File: src/rtl/fprfc_pkg.sv
// ----------------------------------------------------------------------------
// fprfc_pkg
// Shared constants and types for the FIFO page replacement fault counter.
// ----------------------------------------------------------------------------
package fprfc_pkg;

   localparam int MAX_FRAMES  = 128;
   localparam int PAGE_BITS   = 8;
   localparam int COUNT_BITS  = 16;
   localparam int FC_BITS     = 8;
   localparam int TOTAL_BITS  = 16;

   // Frame index and occupancy widths
   localparam int ADDR_BITS   = (MAX_FRAMES > 1) ? $clog2(MAX_FRAMES) : 1;
   localparam int OCC_BITS    = $clog2(MAX_FRAMES + 1);
   localparam int CAP_BITS    = (OCC_BITS > FC_BITS) ? OCC_BITS : FC_BITS;

   typedef enum logic [0:0] {
      ST_IDLE,
      ST_SCAN
   } state_type;

endpackage

File: src/rtl/fprfc_ram.sv
// ----------------------------------------------------------------------------
// fprfc_ram
// Generic simple dual-port RAM: one write port, one registered read port.
// ----------------------------------------------------------------------------
module fprfc_ram #(
   parameter int  WIDTH = 8,
   parameter int  DEPTH = 128,
   localparam int AW    = (DEPTH > 1) ? $clog2(DEPTH) : 1
) (
   input  logic             clock,
   input  logic             wr_en,
   input  logic [AW-1:0]    wr_addr,
   input  logic [WIDTH-1:0] wr_data,
   input  logic             rd_en,
   input  logic [AW-1:0]    rd_addr,
   output logic [WIDTH-1:0] rd_data
);

   logic [WIDTH-1:0] mem [DEPTH];
   logic [WIDTH-1:0] rd_data_ff;

   always_ff @(posedge clock) begin
      if (wr_en) begin
         mem[wr_addr] <= wr_data;
      end
      if (rd_en) begin
         rd_data_ff <= mem[rd_addr];
      end
   end

   assign rd_data = rd_data_ff;

endmodule

File: src/rtl/fifo_page_replacement_fault_counter_core.sv
// ----------------------------------------------------------------------------
// fifo_page_replacement_fault_counter_core
// FIFO page replacement over a configurable number of frames, with per-run
// fault counting and a flag when a run faults more than the previous one.
// ----------------------------------------------------------------------------
// Usage:
//   Write the frame count on csr_wr_en/csr_wr_data while the block is idle
//   (0 acts as 1, values above the frame store size act as its size).
//   Start a transaction by raising start with req_page, req_end_of_run and
//   req_first_run while busy is low. The block scans the resident frames in
//   the frame memory, one read per cycle, then loads the page on a miss.
//   Every transaction yields one result, shown for exactly one cycle with
//   rsp_valid high; the receiver cannot stall it.
// Scan and handshake:
//   A miss scans every filled frame before the page is loaded; a hit stops
//   the scan at the matching frame. busy drops as rsp_valid rises, so the
//   next start may be taken in that cycle.
//   The scan runs on the single read port of the frame memory, one frame
//   per cycle, up to 128 frames.
// Reset:
//   Synchronous, active high: frames empty, fault counters zero, frame count 1.
//   Frame memory contents are not cleared; only filled frames are ever read.
// ----------------------------------------------------------------------------
module fifo_page_replacement_fault_counter_core
   import fprfc_pkg::*;
(
   input  logic                  clock,
   input  logic                  reset,

   input  logic                  csr_wr_en,
   input  logic [FC_BITS-1:0]    csr_wr_data,

   input  logic                  start,
   output logic                  busy,
   input  logic [PAGE_BITS-1:0]  req_page,
   input  logic                  req_end_of_run,
   input  logic                  req_first_run,

   output logic                  rsp_valid,
   output logic                  rsp_fault,
   output logic                  rsp_run_done,
   output logic [TOTAL_BITS-1:0] rsp_run_fault_total,
   output logic                  rsp_anomaly
);

   state_type state_ff, state_in;

   logic [FC_BITS-1:0]    frame_count_ff;
   logic [PAGE_BITS-1:0]  page_ff;
   logic                  last_ff;
   logic                  first_ff;
   logic [OCC_BITS-1:0]   occ_ff, occ_in;
   logic [ADDR_BITS-1:0]  oldest_ff, oldest_in;
   logic [COUNT_BITS-1:0] run_faults_ff, run_faults_in;
   logic [COUNT_BITS-1:0] prev_faults_ff, prev_faults_in;
   logic [OCC_BITS-1:0]   idx_ff, idx_in;
   logic                  chk_ff, chk_in;

   logic                  rsp_valid_ff, rsp_valid_in;
   logic                  rsp_fault_ff, rsp_fault_in;
   logic                  rsp_run_done_ff, rsp_run_done_in;
   logic [TOTAL_BITS-1:0] rsp_total_ff, rsp_total_in;
   logic                  rsp_anomaly_ff, rsp_anomaly_in;

   logic                  accept;
   logic                  match;
   logic                  scan_end;
   logic                  done;
   logic [OCC_BITS-1:0]   cap;
   logic [CAP_BITS-1:0]   fc_wide;
   logic [ADDR_BITS-1:0]  slot;
   logic [OCC_BITS-1:0]   slot_inc;
   logic [COUNT_BITS-1:0] total;

   logic                  ram_wr_en;
   logic [ADDR_BITS-1:0]  ram_wr_addr;
   logic                  ram_rd_en;
   logic [ADDR_BITS-1:0]  ram_rd_addr;
   logic [PAGE_BITS-1:0]  ram_rd_data;

   fprfc_ram #(
      .WIDTH (PAGE_BITS),
      .DEPTH (MAX_FRAMES)
   ) u_frames (
      .clock   (clock),
      .wr_en   (ram_wr_en),
      .wr_addr (ram_wr_addr),
      .wr_data (page_ff),
      .rd_en   (ram_rd_en),
      .rd_addr (ram_rd_addr),
      .rd_data (ram_rd_data)
   );

   assign busy   = (state_ff != ST_IDLE);
   assign accept = start && !busy;

   // Scan status: compare the frame read last cycle, stop on a hit or when
   // every filled frame has been checked.
   assign match    = (state_ff == ST_SCAN) && chk_ff && (ram_rd_data == page_ff);
   assign scan_end = !chk_ff && (idx_ff >= occ_ff);
   assign done     = (state_ff == ST_SCAN) && (match || scan_end);

   // Effective frame count
   assign fc_wide = CAP_BITS'(frame_count_ff);
   always_comb begin
      priority if (fc_wide == '0) begin
         cap = OCC_BITS'(1);
      end else if (fc_wide > CAP_BITS'(MAX_FRAMES)) begin
         cap = OCC_BITS'(MAX_FRAMES);
      end else begin
         cap = OCC_BITS'(fc_wide);
      end
   end

   // Replacement slot when full; wrap when the ring has shrunk
   assign slot     = (OCC_BITS'(oldest_ff) >= occ_ff) ? '0 : oldest_ff;
   assign slot_inc = OCC_BITS'(slot) + OCC_BITS'(1);

   assign total = (run_faults_ff != '1) ? run_faults_ff + COUNT_BITS'(1) : run_faults_ff;

   // Next state
   always_comb begin
      state_in = state_ff;
      unique case (state_ff)
         ST_IDLE: begin
            if (start) state_in = ST_SCAN;
         end
         ST_SCAN: begin
            if (done) state_in = ST_IDLE;
         end
         default: state_in = ST_IDLE;
      endcase
   end

   // Datapath and outputs
   always_comb begin
      ram_rd_en       = 1'b0;
      ram_rd_addr     = idx_ff[ADDR_BITS-1:0];
      ram_wr_en       = 1'b0;
      ram_wr_addr     = slot;
      idx_in          = idx_ff;
      chk_in          = 1'b0;
      occ_in          = occ_ff;
      oldest_in       = oldest_ff;
      run_faults_in   = run_faults_ff;
      prev_faults_in  = prev_faults_ff;
      rsp_valid_in    = 1'b0;
      rsp_fault_in    = rsp_fault_ff;
      rsp_run_done_in = rsp_run_done_ff;
      rsp_total_in    = rsp_total_ff;
      rsp_anomaly_in  = rsp_anomaly_ff;

      unique case (state_ff)
         ST_IDLE: begin
            if (start) begin
               idx_in = '0;
            end
         end
         ST_SCAN: begin
            // Issue the next frame read while the scan goes on
            if (!match && (idx_ff < occ_ff)) begin
               ram_rd_en = 1'b1;
               idx_in    = idx_ff + OCC_BITS'(1);
               chk_in    = 1'b1;
            end
            if (done) begin
               rsp_valid_in    = 1'b1;
               rsp_fault_in    = !match;
               rsp_run_done_in = last_ff;
               rsp_anomaly_in  = 1'b0;
               if (!match) begin
                  ram_wr_en     = 1'b1;
                  run_faults_in = total;
                  if (occ_ff < cap) begin
                     ram_wr_addr = occ_ff[ADDR_BITS-1:0];
                     occ_in      = occ_ff + OCC_BITS'(1);
                  end else begin
                     ram_wr_addr = slot;
                     oldest_in   = (slot_inc >= occ_ff) ? '0 : slot_inc[ADDR_BITS-1:0];
                  end
               end
               rsp_total_in = TOTAL_BITS'(run_faults_in);
               if (last_ff) begin
                  rsp_anomaly_in = !first_ff && (run_faults_in > prev_faults_ff);
                  prev_faults_in = run_faults_in;
                  run_faults_in  = '0;
                  occ_in         = '0;
                  oldest_in      = '0;
               end
            end
         end
         default: begin
            rsp_valid_in = 1'b0;
         end
      endcase
   end

   // Control registers
   always_ff @(posedge clock) begin
      if (reset) begin
         state_ff       <= ST_IDLE;
         frame_count_ff <= FC_BITS'(1);
         occ_ff         <= '0;
         oldest_ff      <= '0;
         run_faults_ff  <= '0;
         prev_faults_ff <= '0;
         idx_ff         <= '0;
         chk_ff         <= 1'b0;
         rsp_valid_ff   <= 1'b0;
      end else begin
         state_ff       <= state_in;
         if (csr_wr_en) begin
            frame_count_ff <= csr_wr_data;
         end
         occ_ff         <= occ_in;
         oldest_ff      <= oldest_in;
         run_faults_ff  <= run_faults_in;
         prev_faults_ff <= prev_faults_in;
         idx_ff         <= idx_in;
         chk_ff         <= chk_in;
         rsp_valid_ff   <= rsp_valid_in;
      end
   end

   // Payload registers
   always_ff @(posedge clock) begin
      if (accept) begin
         page_ff  <= req_page;
         last_ff  <= req_end_of_run;
         first_ff <= req_first_run;
      end
      rsp_fault_ff    <= rsp_fault_in;
      rsp_run_done_ff <= rsp_run_done_in;
      rsp_total_ff    <= rsp_total_in;
      rsp_anomaly_ff  <= rsp_anomaly_in;
   end

   assign rsp_valid           = rsp_valid_ff;
   assign rsp_fault           = rsp_fault_ff;
   assign rsp_run_done        = rsp_run_done_ff;
   assign rsp_run_fault_total = rsp_total_ff;
   assign rsp_anomaly         = rsp_anomaly_ff;

endmodule

File: config.mk
export PLATFORM = sky130hd
export DESIGN_NAME = fifo_page_replacement_fault_counter_core
export DESIGN_NICKNAME = d
export VERILOG_FILES = /design/src/rtl/fprfc_pkg.sv /design/src/rtl/fprfc_ram.sv /design/src/rtl/fifo_page_replacement_fault_counter_core.sv
export SDC_FILE = /design/constraint.sdc
export NUM_CORES = 1
export LEC_CHECK = 0
export BUFFER_PORTS_ARGS = -buffer_cell sky130_fd_sc_hd__buf_2
export CORE_ASPECT_RATIO = 1.4
export CORE_MARGIN = 3
export CORE_UTILIZATION = 50
export CTS_BUF_LIST = sky130_fd_sc_hd__clkbuf_4 sky130_fd_sc_hd__clkbuf_8 sky130_fd_sc_hd__clkbuf_16
export CTS_CLUSTER_DIAMETER = 40
export DETAILED_ROUTE_END_ITERATION = 12
export HOLD_SLACK_MARGIN = 0.15
export PLACE_DENSITY = 0.65
export SLEW_MARGIN = 30
export SYNTH_ARGS = -nofsm -noshare
export SYNTH_HDL_FRONTEND = slang
export SYNTH_SLANG_ARGS = --single-unit
File: constraint.sdc
create_clock -name clock -period 11.7 [get_ports clock]
set_input_delay 3.51 -clock clock [delete_from_list [all_inputs] [get_ports clock]]
set_output_delay 3.51 -clock clock [all_outputs]
set_load 0.02 [all_outputs]
* Word-level counts from Yosys, hierarchy flattened
Memory sizes are Yosys's and may differ from the RTL's. A register that Yosys moved wholly into a read port is not among the register bits. Cells that the tools add are included. Widths: inputs -> output; s select.
Word-level totals: flip-flop bits (word level) 95, latch bits 0, RAM bits 1024, ROM bits 0, input port bits 22, memories 1
Cells by class: add/subtract/negate cells 4, multiply operators 0, divide/modulo/power cells 0, order comparisons 7, eq/ne operators 6, shift operators 0, mux-type cells 33, bitwise operators 1, reductions and logical operators 20
Memories:
- u_frames.mem | words 128, bits a word 8, read ports 1, clocked after Yosys merged registers in 1, wr ports 1, line fprfc_ram.sv:19 | logic [WIDTH-1:0] mem [DEPTH];
Operators by type and width (count):
- $mux 16 | 5
- $mux 7 | 9
- $mux 8 | 7
- $add 16x1->16 const B | 1
- $add 8x1->8 const B | 2
- $ge 8x8->1 | 2
- $gt 16x16->1 | 1
- $lt 8x8->1 | 2
- $ne 16x16->1 const B | 1
- $pmux 8 s2 | 1
- $mux 1 | 10
- $add 7x1->8 const B | 1
- $eq 8x8->1 | 1
- $ge 7x8->1 | 1
- $gt 8x8->1 const B | 1
- $logic_not 8->1 | 1
- $reduce_and 4->1 | 2
- $logic_and 1x1->1 | 7
- $ne 2x2->1 const B | 3
- $logic_not 1->1 | 4
- $reduce_and 2->1 | 2
- $reduce_and 3->1 | 1
- $ne 2x1->1 const B | 1
- $pmux 1 s2 | 1
- 4 further kinds | 4

* Logic depth before layout (Yosys ltp)
Gate-level depths: netlist of the first run.
depth after elaboration 8, depth in mapped cells 20, gate-level depth less buffers 18

* Modules after synthesis
A second synthesis of the first run with hierarchy kept.
Unflattened totals: cell total of the unflattened synthesis 2232, area, all modules 45210.9 sq um
Modules (own cells, without submodules):
- fprfc_ram | instances 1, cells an instance 1635, area each 39745.6 sq um, sequential area each 30989.7 sq um
- fifo_page_replacement_fault_counter_core | instances 1, cells an instance 597, area each 5465.2 sq um, sequential area each 2192.1 sq um

* Worst setup path after synthesis of the first run
OpenSTA, ideal clock, no wires.
kind input-to-reg, from input port start, to register idx_ff[7], arrival time 4682 ps, data required time 11565 ps, setup slack 6882 ps, cell stages on the path 5, path through nor2b_1 -> clkbuf_1 -> a21oi_1 -> o311ai_0 -> o41ai_1
Between the ends: word-level cells in the longest chain between the ends 2
Ends and longest elaborated chain:
- from (decl) | line fifo_page_replacement_fault_counter_core.sv:33 | input logic start,
- $ne 2x2->1 (no line)
- $reduce_and 2->1 (no line)
- to (signal assigned) | line fifo_page_replacement_fault_counter_core.sv:219 | idx_ff <= idx_in;
- to (decl) | line fifo_page_replacement_fault_counter_core.sv:56 | logic [OCC_BITS-1:0] idx_ff, idx_in;
Every way passes these cells. A chain may end at the register's enable or synchronous reset.

* Worst setup path after layout of the first run
from register occ_ff[2], to register oldest_ff[3]
Between the ends: word-level cells in the longest chain between the ends 8, elaborated cells between the ends (all ways) 15, those cells by class 1 x add/sub; 4 x order compare; 1 x eq/ne; 5 x mux; 4 x reduce/logical
Ends and longest elaborated chain:
- from (decl) | line fifo_page_replacement_fault_counter_core.sv:52 | logic [OCC_BITS-1:0] occ_ff, occ_in;
- from (signal assigned) | line fifo_page_replacement_fault_counter_core.sv:215 | occ_ff <= occ_in;
- $ge 7x8->1 | line fifo_page_replacement_fault_counter_core.sv:116 | assign slot = (OCC_BITS'(oldest_ff) >= occ_ff) ? '0 : oldest_ff;
- $mux 7 | line fifo_page_replacement_fault_counter_core.sv:116
- $add 7x1->8 | line fifo_page_replacement_fault_counter_core.sv:117 | assign slot_inc = OCC_BITS'(slot) + OCC_BITS'(1);
- $ge 8x8->1 | line fifo_page_replacement_fault_counter_core.sv:179 | oldest_in = (slot_inc >= occ_ff) ? '0 : slot_inc[ADDR_BITS-1:0];
- $mux 7 | line fifo_page_replacement_fault_counter_core.sv:179
- $mux 7 | line fifo_page_replacement_fault_counter_core.sv:174 | if (occ_ff < cap) begin
- $mux 7 | line fifo_page_replacement_fault_counter_core.sv:171 | if (!match) begin
- $mux 7 | line fifo_page_replacement_fault_counter_core.sv:183 | if (last_ff) begin
- to (signal assigned) | line fifo_page_replacement_fault_counter_core.sv:216 | oldest_ff <= oldest_in;
- to (decl) | line fifo_page_replacement_fault_counter_core.sv:53 | logic [ADDR_BITS-1:0] oldest_ff, oldest_in;
Several ways; a longest one is shown, not always the timed one. The select of a mux whose other input is x is not followed.

==> impl_metrics.csv, run 1 <==
group,metric,value,unit
yosys,synth_enable_flop_cells,1061,
timing,drv_slew,0,
yosys,syn_area,46100,sq um
grt,grt_usage,0.236,
worst_setup_path,cp_max_fo,12,
drt,drc,0,
grt,antenna_found_initial,0,
timing,fin_crit_sh,0.439,
cts,clk_pin_slew,0.06,ns
yosys,yosys-top-cells-area,"edfxtp_1, mux4_2, dfxtp_1, mux2i_1, ha_1",
worst_setup_path,ff2ff_setup_slack,6.57,ns
final_layout,final_area,52200,sq um
drt,wl_met1,43300,microns
cts,clock-sinks,1127,
yosys,synth_area_leader_cell,"edfxtp_1",
worst_setup_path,slowest_delay,0.76,ns
timing,skew,0.0242,ns
timing,hold_viol_final,0,
drt,viasPerCell,6.30,
yosys,ys_ff_latch,1127,
cts,cts_setup_buffers,0,
cts,cts_inserted_buffers,112,
yosys,syn-num-nets,2583,
yosys,ys_async_sr_fraction,0,
power_and_ir_drop,ir_drop,0.131,mV
grt,grt_pass1_wl,167000,microns
yosys,synthTopCellsByCount,"edfxtp_1, mux4_2, mux2i_1",
floorplanning,die_x,263,microns
grt,grt.overflow.total,0,
drt,wl_per_cell,29.0,microns
drt,top_layer_used,"met4",
yosys,synth_top_area_frac,0.691,
worst_setup_path,timing.setup.critical_path_class,"flop to flop",
timing,setup_viol,0,
yosys,synth_fa_ha_area_frac,0.0136,
final_layout,fin_nets,2661,
cts,hold_buffers,0,
status,status,"finished clean",
yosys,synth_cells,2511,
worst_setup_path,reg2reg_to,"oldest_ff[3]",
yosys,synthXorXnorAreaFrac,0.00570,
floorplanning,core_area,91300,sq um
yosys,synth.distinct_cells,74,
timing,max_freq,195,MHz
yosys,synth_ff_type,"edfxtp_1",
final_layout,drive_above_1_share,0.248,
job,drv_cap,0,
drt,vias,24500,
power_and_ir_drop,power.leakage,15.8,nW
cts,insertion_delay,0.71,ns
worst_hold_path,hold_start,"prev_faults_ff[5]",
drt,routed_wl,113000,microns
grt,grt_pass1_vias,24900,
worst_setup_path,crit_chain,"inv_1, ha_1, a21oi_1, o21ai_0, a21oi_1, and2_1, ha_1, nand3_1, xor2_1, nor2_1, ha_1, a21o_1, a211oi_1, o21ai_0, a2111oi_1, and3_1, a22o_1",
drt,route.met2.wl,57600,microns
cts,cts_tree,"yes",
worst_setup_path,crit_buf_inv,1,
placed_design,dp_hpwl,70000,microns
timing,rsz0062_at_grt,"false",
worst_setup_path,arrival,5.78,ns
worst_setup_path,critical_path_required,12.34,ns
worst_setup_path,crit_path_end_kind,"flop",
worst_setup_path,crit_path_start_kind,"flop",
drt,ant_nets,0,
worst_setup_path,path_delay_family,"compound AO/OA/AOI/OAI gates",
yosys,post-synth-top-count-cell,"edfxtp_1",
yosys,avgSynthCellArea,18.4,sq um
cts,root_buffer,"clkbuf_16",
floorplanning,die-area,96000,sq um
worst_setup_path,ff2ff_path_depth,17,
cts,post_cts_resized,0,
floorplanning,die_y,365,microns
worst_setup_path,rr_startpoint,"occ_ff[2]",
worst_hold_path,min_to,"prev_faults_ff[5]",
drt,drtPass1Iterations,6,
drt,dr_wl_met3,6520,microns
cts,cts_max_level,3,
grt,grt_max_degree,137,
worst_hold_path,whs_path_depth,1,
timing,worst_slew_pin_slew,1.07,ns
worst_setup_path,critPathMostFrequentCell,"ha_1",
placed_design,io_buffers,42,
yosys,synth-seq-area-share,0.719,
floorplanning,start_util,0.505,
worst_hold_path,hold_path_class,"flop to flop",
yosys,synth_mux_area_frac,0.138,
yosys,synthSimpleGateAreaFrac,0.0538,
floorplanning,ios,43,
final_layout,area_growth,13.1,%
floorplanning,rows,131,
timing,min_period,5.13,ns
placed_design,placed_area,48200,sq um
timing,slew_headroom,0.287,
cts,clock_path_buffers,3,
yosys,synth_top_family_by_area,"multiplexers",
final_layout,diodes,0,
worst_setup_path,crit_slowest_cell,"a21oi_1",
yosys,yosysWarnings,0,
yosys,synth_compound_area_frac,0.0498,
drt,drtIter0Drc,2615,
timing,tns,0,ns
placed_design,place.gp.congestion,0.923,
power_and_ir_drop,power.density,161,nW/um^2
-- worst max-delay path by stage --
| stage | depth (start not counted) | end | start | slack (ns) |
|---|---|---|---|---|
| after floorplan | 5 | idx_ff[7] | start | 6.88 |
| after global placement | 5 | oldest_ff[3] | reset | 6.47 |
| after detailed placement | 5 | oldest_ff[3] | reset | 6.41 |
| after CTS | 17 | oldest_ff[3] | occ_ff[6] | 6.47 |
| after global routing | 18 | oldest_ff[3] | occ_ff[2] | 6.15 |
| final | 17 | oldest_ff[3] | occ_ff[2] | 6.57 |
-- worst register-to-register path, delay by kind of cell (launching register included) --
family                   cells  cell delay, ns
buffers and inverters        1            0.19
adder cells (fa/ha/maj)      3            0.86
AND/OR/NAND/NOR              4            0.89
AO/OA/AOI/OAI                8            2.40
XOR/XNOR                     1            0.17
flip-flops                   1            0.56
-- registers in the layout (all words and copies together) (netlist names), 7 cells and up --
signal	count
fc_wide	8
idx_ff	8
occ_ff	8
oldest_ff	7
page_ff	8
prev_faults_ff	16
rsp_run_fault_total	16
run_faults_ff	16
u_frames.mem	1024
u_frames.rd_data	8
-- cell families after synthesis --
| family | count (synthesis) |
|---|---|
| flip-flops | 1127 |
| AND/OR/NAND/NOR | 431 |
| multiplexers | 350 |
| AO/OA/AOI/OAI | 321 |
| buffers and inverters | 202 |
| adder cells (fa/ha/maj) | 50 |
| XOR/XNOR | 30 |
-- layer usage --
metal,vias to the layer above,track usage
met5,-,0
met2,950,0.403
li1,10500,-
met4,0,0.115
met3,226,0.0308
met1,12800,0.301
-- per-stage QoR --
step	std cells	setup WS, ns	total power [mW]	hold slack (ns)	utilization
finish	3883	6.57	8.38	0.469	0.571
CTS	3882	6.47	8.43	0.471	0.570
global placement	3668	6.47	4.74	0.455	0.524
detailed placement	3671	6.41	4.75	0.457	0.528
floorplan	2511	6.88	4.66	0.442	-
global route	3883	6.15	8.61	0.496	0.571
-- cell type report --
type / instances / area [sq um]
clock buffer: 131 / 3020
clock inverter: 80 / 875
fill: 6632 / 39100
inverter: 41 / 154
multi-input combinational: 1182 / 12500
sequential: 1127 / 33200
tap: 1197 / 1500
timing repair buffer: 125 / 926
-- layout by cell type (no fill, tap or decap), drive strengths merged, types with 6 or more instances in the layout --
| cell type | instances |
|---|---|
| mux2 | 7 |
| o22ai | 23 |
| ha | 50 |
| nor2b | 24 |
| a32o | 8 |
| inv | 55 |
| nor4 | 45 |
| mux2i | 115 |
| nand2b | 7 |
| a211oi | 25 |
| a31oi | 15 |
| a22oi | 24 |
| nand4 | 20 |
| a21o | 11 |
| clkinv | 39 |
| nand3b | 6 |
| nand2 | 61 |
| a2111oi | 11 |
| xor2 | 10 |
| nor2 | 96 |
| buf | 125 |
| clkinvlp | 14 |
| a221oi | 9 |
| clkbuf | 131 |
| o221ai | 31 |
| a21oi | 73 |
| dfxtp | 66 |
| edfxtp | 1061 |
| xnor2 | 20 |
| mux4 | 228 |
| nor3 | 89 |
| or3 | 11 |
| a22o | 11 |
| bufinv | 13 |
| nand3 | 42 |
| o21ai | 49 |
| and3 | 11 |
-- power breakdown --
part	switching [mW]	internal (mW)	leakage, nW
clock network	1.56	2.16	1.88
logic	0.168	0.0557	3.81
registers	0.00747	4.43	10.1
(Power assumes the default switching activity.)
==> inputs of run 2 (changes only) <==
- clock period: 11.7 -> 4.82 ns (I/O delays scaled with it)
==> run 2 against run 1 <==
Design area increased by 0.95%. Clock power increased by 150%. Fmax increased by 22%. Total power increased by 140%. Critical path depth increased by 1. Cell count increased by 2.3%. Global-route usage increased by 0.78 points. Register-to-register slack got worse by 6.0 ns. Largest cell class unchanged.
==> impl_metrics.csv, run 2 (same netlist as run 1, synthesis figures left out) <==
group,metric,value,unit
grt,grt_usage,0.244,
power_and_ir_drop,power.leakage,16.1,nW
worst_setup_path,ff2ff_setup_slack,0.60,ns
timing,setup_viol,0,
job,drv_cap,0,
grt,use_met1,0.304,
cts,hold_buffers,0,
worst_setup_path,critical_path_required,5.47,ns
worst_setup_path,ff2ff_path_depth,18,
power_and_ir_drop,pwr-share-seq,0.527,
grt,grt.overflow.total,0,
timing,skew,0.0363,ns
timing,worst_slew_pin_slew,1.04,ns
power_and_ir_drop,internal_power,16.1,mW
worst_setup_path,startpoint,"occ_ff[4]",
final_layout,drive_above_1_share,0.266,
grt,grt_pass1_vias,25800,
drt,drtIter0Drc,2429,
timing,hold_viol_final,0,
drt,ant_nets,0,
placed_design,dp_hpwl,73600,microns
worst_setup_path,reg2reg_to,"oldest_ff[4]",
placed_design,placed_area,48500,sq um
timing,drv_slew,0,
power_and_ir_drop,p_clk_frac,0.446,
worst_setup_path,crit_path_start_kind,"flop",
drt,viasPerCell,6.28,
worst_setup_path,cp_max_fo,8,
floorplanning,die-area,96000,sq um
power_and_ir_drop,p_comb_frac,0.027,
worst_setup_path,endpoint,"oldest_ff[4]",
status,status,"finished clean",
cts,cts_tree,"yes",
final_layout,final_area,52600,sq um
worst_setup_path,timing.setup.critical_path_class,"flop to flop",
cts,root_buffer,"clkbuf_16",
worst_setup_path,crit_path_end_kind,"flop",
grt,grt_max_degree,104,
floorplanning,rows,131,
timing,fin_crit_sh,0.876,
cts,cts_inserted_buffers,117,
drt,drtPass1Iterations,5,
drt,routed_wl,116000,microns
worst_setup_path,rr_startpoint,"occ_ff[4]",
final_layout,largest_register,"u_frames.mem",
timing,min_period,4.22,ns
timing,max_freq,237,MHz
floorplanning,core_area,91300,sq um
grt,busiest_layer,"met2",
drt,wl_per_cell,29.2,microns
power_and_ir_drop,power.density,389,nW/um^2
final_layout,area_growth,14.2,%
power_and_ir_drop,switching_power,4.33,mW
cts,cts_setup_buffers,0,
worst_setup_path,arrival,4.87,ns
worst_hold_path,hold_path_class,"flop to flop",
grt,met3_usage,0.0360,
cts,insertion_delay,0.73,ns
floorplanning,die_y,365,microns
drt,vias,24900,
cts,cts_max_level,3,
timing,slew_headroom,0.306,
grt,antenna_found_initial,0,
placed_design,dp_slack,0.606,ns
cts,clk_pin_slew,0.06,ns
placed_design,io_buffers,42,
final_layout,fin_nets,2747,
grt,grt_pass1_wl,172000,microns
timing,rsz0062_at_grt,"false",
floorplanning,die_x,263,microns
floorplanning,start_util,0.505,
cts,clock-sinks,1127,
power_and_ir_drop,power.share.switching,0.212,
drt,drc,0,
timing,tns,0,ns
cts,clock_path_buffers,3,
final_layout,final_cell_mix,"edfxtp_1, mux4_2, buf_4",
cts,post_cts_resized,0,
timing,fin_ws,0.597,ns
final_layout,fin_util,0.577,
power_and_ir_drop,ir_drop,0.318,mV
floorplanning,ios,43,
final_layout,final_common_cell,"edfxtp_1",
final_layout,largest_reg_flops,1024,
placed_design,place.gp.congestion,0.883,
final_layout,diodes,0,
grt,globalRouteMet2Util,0.411,
==> run 2: cell count changes in the layout (fill, tap and decap cells not counted), moves of 4 or more <==
cell	before	now
nor3_2	53	38
clkinv_4	6	11
clkinv_8	1	5
nor4_4	25	7
nor3_1	36	51
nor4_2	0	18
buf_12	3	8
clkinvlp_4	14	9
buf_4	75	152
==> run 2: worst min path at each step <==
stage                             from                  to  slack, ns  cells past startpoint
detailed placement   prev_faults_ff[2]   prev_faults_ff[2]       0.46                      1
global route        prev_faults_ff[10]  prev_faults_ff[10]       0.49                      1
floorplan           prev_faults_ff[10]  prev_faults_ff[10]       0.44                      1
CTS                 prev_faults_ff[13]  prev_faults_ff[13]       0.47                      2
global placement     prev_faults_ff[6]   prev_faults_ff[6]       0.45                      1
finish              prev_faults_ff[13]  prev_faults_ff[13]       0.47                      2
==> run 2: stage by stage <==
stage	hold WS (ns)	cells	total power, mW
final	0.469	3973	20.5
after global routing	0.494	3973	21.0
after CTS	0.475	3971	20.6
after detailed placement	0.462	3751	11.5
after global placement	0.453	3749	11.5
after floorplan	0.442	2511	11.3
==> run 2: metal layers <==
layer / wire, microns / vias to the layer above
met5: 0 / -
met4: 6490 / 0
met3: 7400 / 253
met2: 58600 / 1025
met1: 43500 / 13000
li1: - / 10700
==> run 2: area by class of cell <==
cell class	count	area [sq um]
clock buffers	134	3100
clock inverters	86	892
fillers	6648	38600
inverters	41	154
multi-input cells	1182	12200
flip-flops and latches	1127	33200
well taps	1197	1500
repair buffers	206	1570
==> run 2: power groups by stage <==
stage / registers [mW] / clock network (mW) / logic, mW
floorplan: 11.1 / 0 / 0.235
global placement: 11.0 / 0 / 0.540
detailed placement: 11.0 / 0 / 0.559
CTS: 10.8 / 9.27 / 0.561
global route: 10.8 / 9.65 / 0.603
finish: 10.8 / 9.13 / 0.561
==> run 2: worst max-delay path, stage by stage, from the launching register on <==
cell and delay, ns:
dfxtp_1 0.42, inv_1 0.21, ha_1 0.36, a21oi_1 0.14
o22ai_1 0.13, a21oi_1 0.22, and2_1 0.23, ha_1 0.26
nand3_1 0.11, xor2_1 0.15, nor2_1 0.14, ha_1 0.27
a21o_1 0.19, a211oi_1 0.22, o21ai_0 0.11, a2111oi_0 0.40
buf_4 0.21, and3_1 0.26, a22o_1 0.15
==> inputs of run 3 (changes only) <==
- CORE_UTILIZATION: 50 -> 63
- PLACE_DENSITY: 0.65 -> 0.79
- SYNTH_HIERARCHICAL: unset -> 1
==> run 3 against run 2 <==
Clock-buffer cell count decreased by 9. Clock skew shrank 0.012 ns. Cell count is 12% lower. Critical path depth down 3. Design area fell by 2.4%. Area after synthesis decreased by 2.0%. Via count decreased by 4.7%. Highest routed layer is now met5.
==> impl_metrics.csv, run 3 <==
group,metric,value,unit
floorplanning,die_x,232,microns
yosys,synthTopCellsByCount,"edfxtp_1, mux4_2, nor2_1",
grt,grt.overflow.total,0,
worst_setup_path,crit_chain,"inv_1, ha_1, a211oi_1, o21ai_0, o211ai_1, inv_1, nand3_1, buf_4, o21ai_0, buf_4, nor2b_1, nand3_1, buf_4, nor2_1, buf_4",
floorplanning,rows,115,
timing,tns,0,ns
drt,viasPerCell,6.83,
drt,routed_wl,110000,microns
yosys,synth_enable_flop_cells,1061,
cts,hold_buffers,0,
placed_design,placed_area,47600,sq um
cts,clock-sinks,1127,
yosys,synth_top_area_frac,0.705,
final_layout,final_cell_mix,"edfxtp_1, mux4_2, buf_4",
final_layout,drive_above_1_share,0.306,
grt,antenna_found_initial,2,
yosys,synth-seq-area-share,0.734,
status,status,"finished clean",
timing,hold_ws,0.489,ns
timing,max_freq,220,MHz
final_layout,largest_register,"u_frames/mem",
cts,clk_pin_slew,0.06,ns
power_and_ir_drop,ir_drop,0.325,mV
drt,drtIter0Drc,3479,
grt,grt_pass1_wl,163000,microns
grt,grt_max_degree,120,
yosys,yosys-top-cells-area,"edfxtp_1, mux4_2, dfxtp_1, ha_1, nor2_1",
timing,drv_slew,0,
drt,drtPass1Iterations,8,
floorplanning,start_util,0.640,
worst_setup_path,crit_slowest_cell,"nand3_1",
timing,fin_crit_sh,0.941,
timing,skew,0.0247,ns
placed_design,io_buffers,42,
timing,worst_slew_pin_slew,0.982,ns
yosys,ys_async_sr_fraction,0,
final_layout,largest_reg_flops,1024,
drt,wl_per_cell,31.6,microns
final_layout,fin_nets,2529,
worst_setup_path,crit_path_end_kind,"flop",
yosys,post-synth-top-count-cell,"edfxtp_1",
yosys,yosysWarnings,6,
placed_design,place.gp.congestion,0.865,
timing,setup_viol,0,
worst_setup_path,slowest_delay,0.42,ns
grt,grt_usage,0.301,
timing,rsz0062_at_grt,"false",
job,drv_cap,0,
final_layout,final_area,51400,sq um
cts,cts_setup_buffers,0,
cts,clock_path_buffers,3,
yosys,synth_cells,2232,
cts,root_buffer,"clkbuf_16",
yosys,syn-num-nets,2304,
worst_setup_path,critical_path_required,5.19,ns
drt,drc,0,
cts,post_cts_resized,0,
worst_setup_path,critPathMostFrequentCell,"buf_4",
worst_setup_path,crit_path_start_kind,"flop",
floorplanning,die_y,323,microns
yosys,syn_area,45200,sq um
yosys,ys_ff_latch,1127,
yosys,synth_area_leader_cell,"edfxtp_1",
timing,hold_viol_final,0,
power_and_ir_drop,power.leakage,16.2,nW
yosys,avgSynthCellArea,20.3,sq um
floorplanning,ios,43,
grt,grt_pass1_vias,24400,
final_layout,final_common_cell,"edfxtp_1",
floorplanning,die-area,75100,sq um
worst_setup_path,timing.setup.critical_path_class,"flop to flop",
timing,slew_headroom,0.346,
drt,vias,23800,
final_layout,area_growth,13.7,%
cts,cts_max_level,3,
cts,insertion_delay,0.68,ns
cts,cts_inserted_buffers,108,
cts,cts_tree,"yes",
timing,min_period,4.54,ns
yosys,synth.distinct_cells,64,
floorplanning,core_area,70600,sq um
power_and_ir_drop,power.density,393,nW/um^2
worst_setup_path,arrival,4.91,ns
worst_setup_path,cp_max_fo,22,
yosys,synth_ff_type,"edfxtp_1",
worst_hold_path,hold_path_class,"flop to flop",
drt,ant_nets,0,
placed_design,dp_hpwl,63500,microns
run 3: report_power, final:
group,internal [mW],switching (mW)
clock network,5.18,3.75
registers,10.8,0.0206
logic,0.149,0.371
run 3: area by class of cell:
| type | instances | area [sq um] |
|---|---|---|
| antenna | 2 | 5.00 |
| clock buffer | 125 | 2900 |
| clock inverter | 73 | 878 |
| fill | 3753 | 19200 |
| inverter | 52 | 195 |
| multi-input combinational | 940 | 11300 |
| sequential | 1127 | 33200 |
| tap | 936 | 1170 |
| timing repair buffer | 228 | 1740 |
run 3: critical path, delay by kind of cell, from the launching register on:
| family | cells | cell delay (ns) |
|---|---|---|
| buf+inv | 6 | 1.41 |
| simple gates | 4 | 1.04 |
| compound gates | 4 | 0.99 |
| flops | 1 | 0.40 |
| fa+ha+maj | 1 | 0.35 |
run 3: stage by stage:
stage / total power, mW / utilization / setup slack, ns / cells
detailed placement: 11.5 / 0.673 / 0.367 / 3281
CTS: 20.3 / 0.727 / 0.215 / 3479
finish: 20.2 / 0.728 / 0.285 / 3483
global placement: 11.5 / 0.673 / 0.416 / 3280
floorplan: 11.3 / - / 0.0891 / 2232
global route: 20.7 / 0.728 / 0.0511 / 3481
run 3: layer usage:
| metal | GRT usage | share of wire |
|---|---|---|
| met3 | 0.0533 | 0.090 |
| met1 | 0.385 | 0.34 |
| met2 | 0.508 | 0.52 |
| met5 | 0 | 0.000091 |
| met4 | 0.144 | 0.048 |
run 3: final timing paths:
check | from | end | slack, ns | cells past startpoint
worst max register to register | occ_ff[5] | u_frames/mem[117][3] | 0.28 | 15
worst max-delay path | occ_ff[5] | u_frames/mem[117][3] | 0.28 | 15
worst min register to register | prev_faults_ff[4] | prev_faults_ff[4] | 0.49 | 2
worst min-delay path | prev_faults_ff[4] | prev_faults_ff[4] | 0.49 | 2
run 3: cell families after synthesis:
kind of cell             synth area share
AO/OA/AOI/OAI                      0.0202
XOR/XNOR                          0.00426
adder cells (fa/ha/maj)            0.0138
buffers and inverters              0.0158
flip-flops                          0.734
multiplexers                        0.174
AND/OR/NAND/NOR                    0.0381
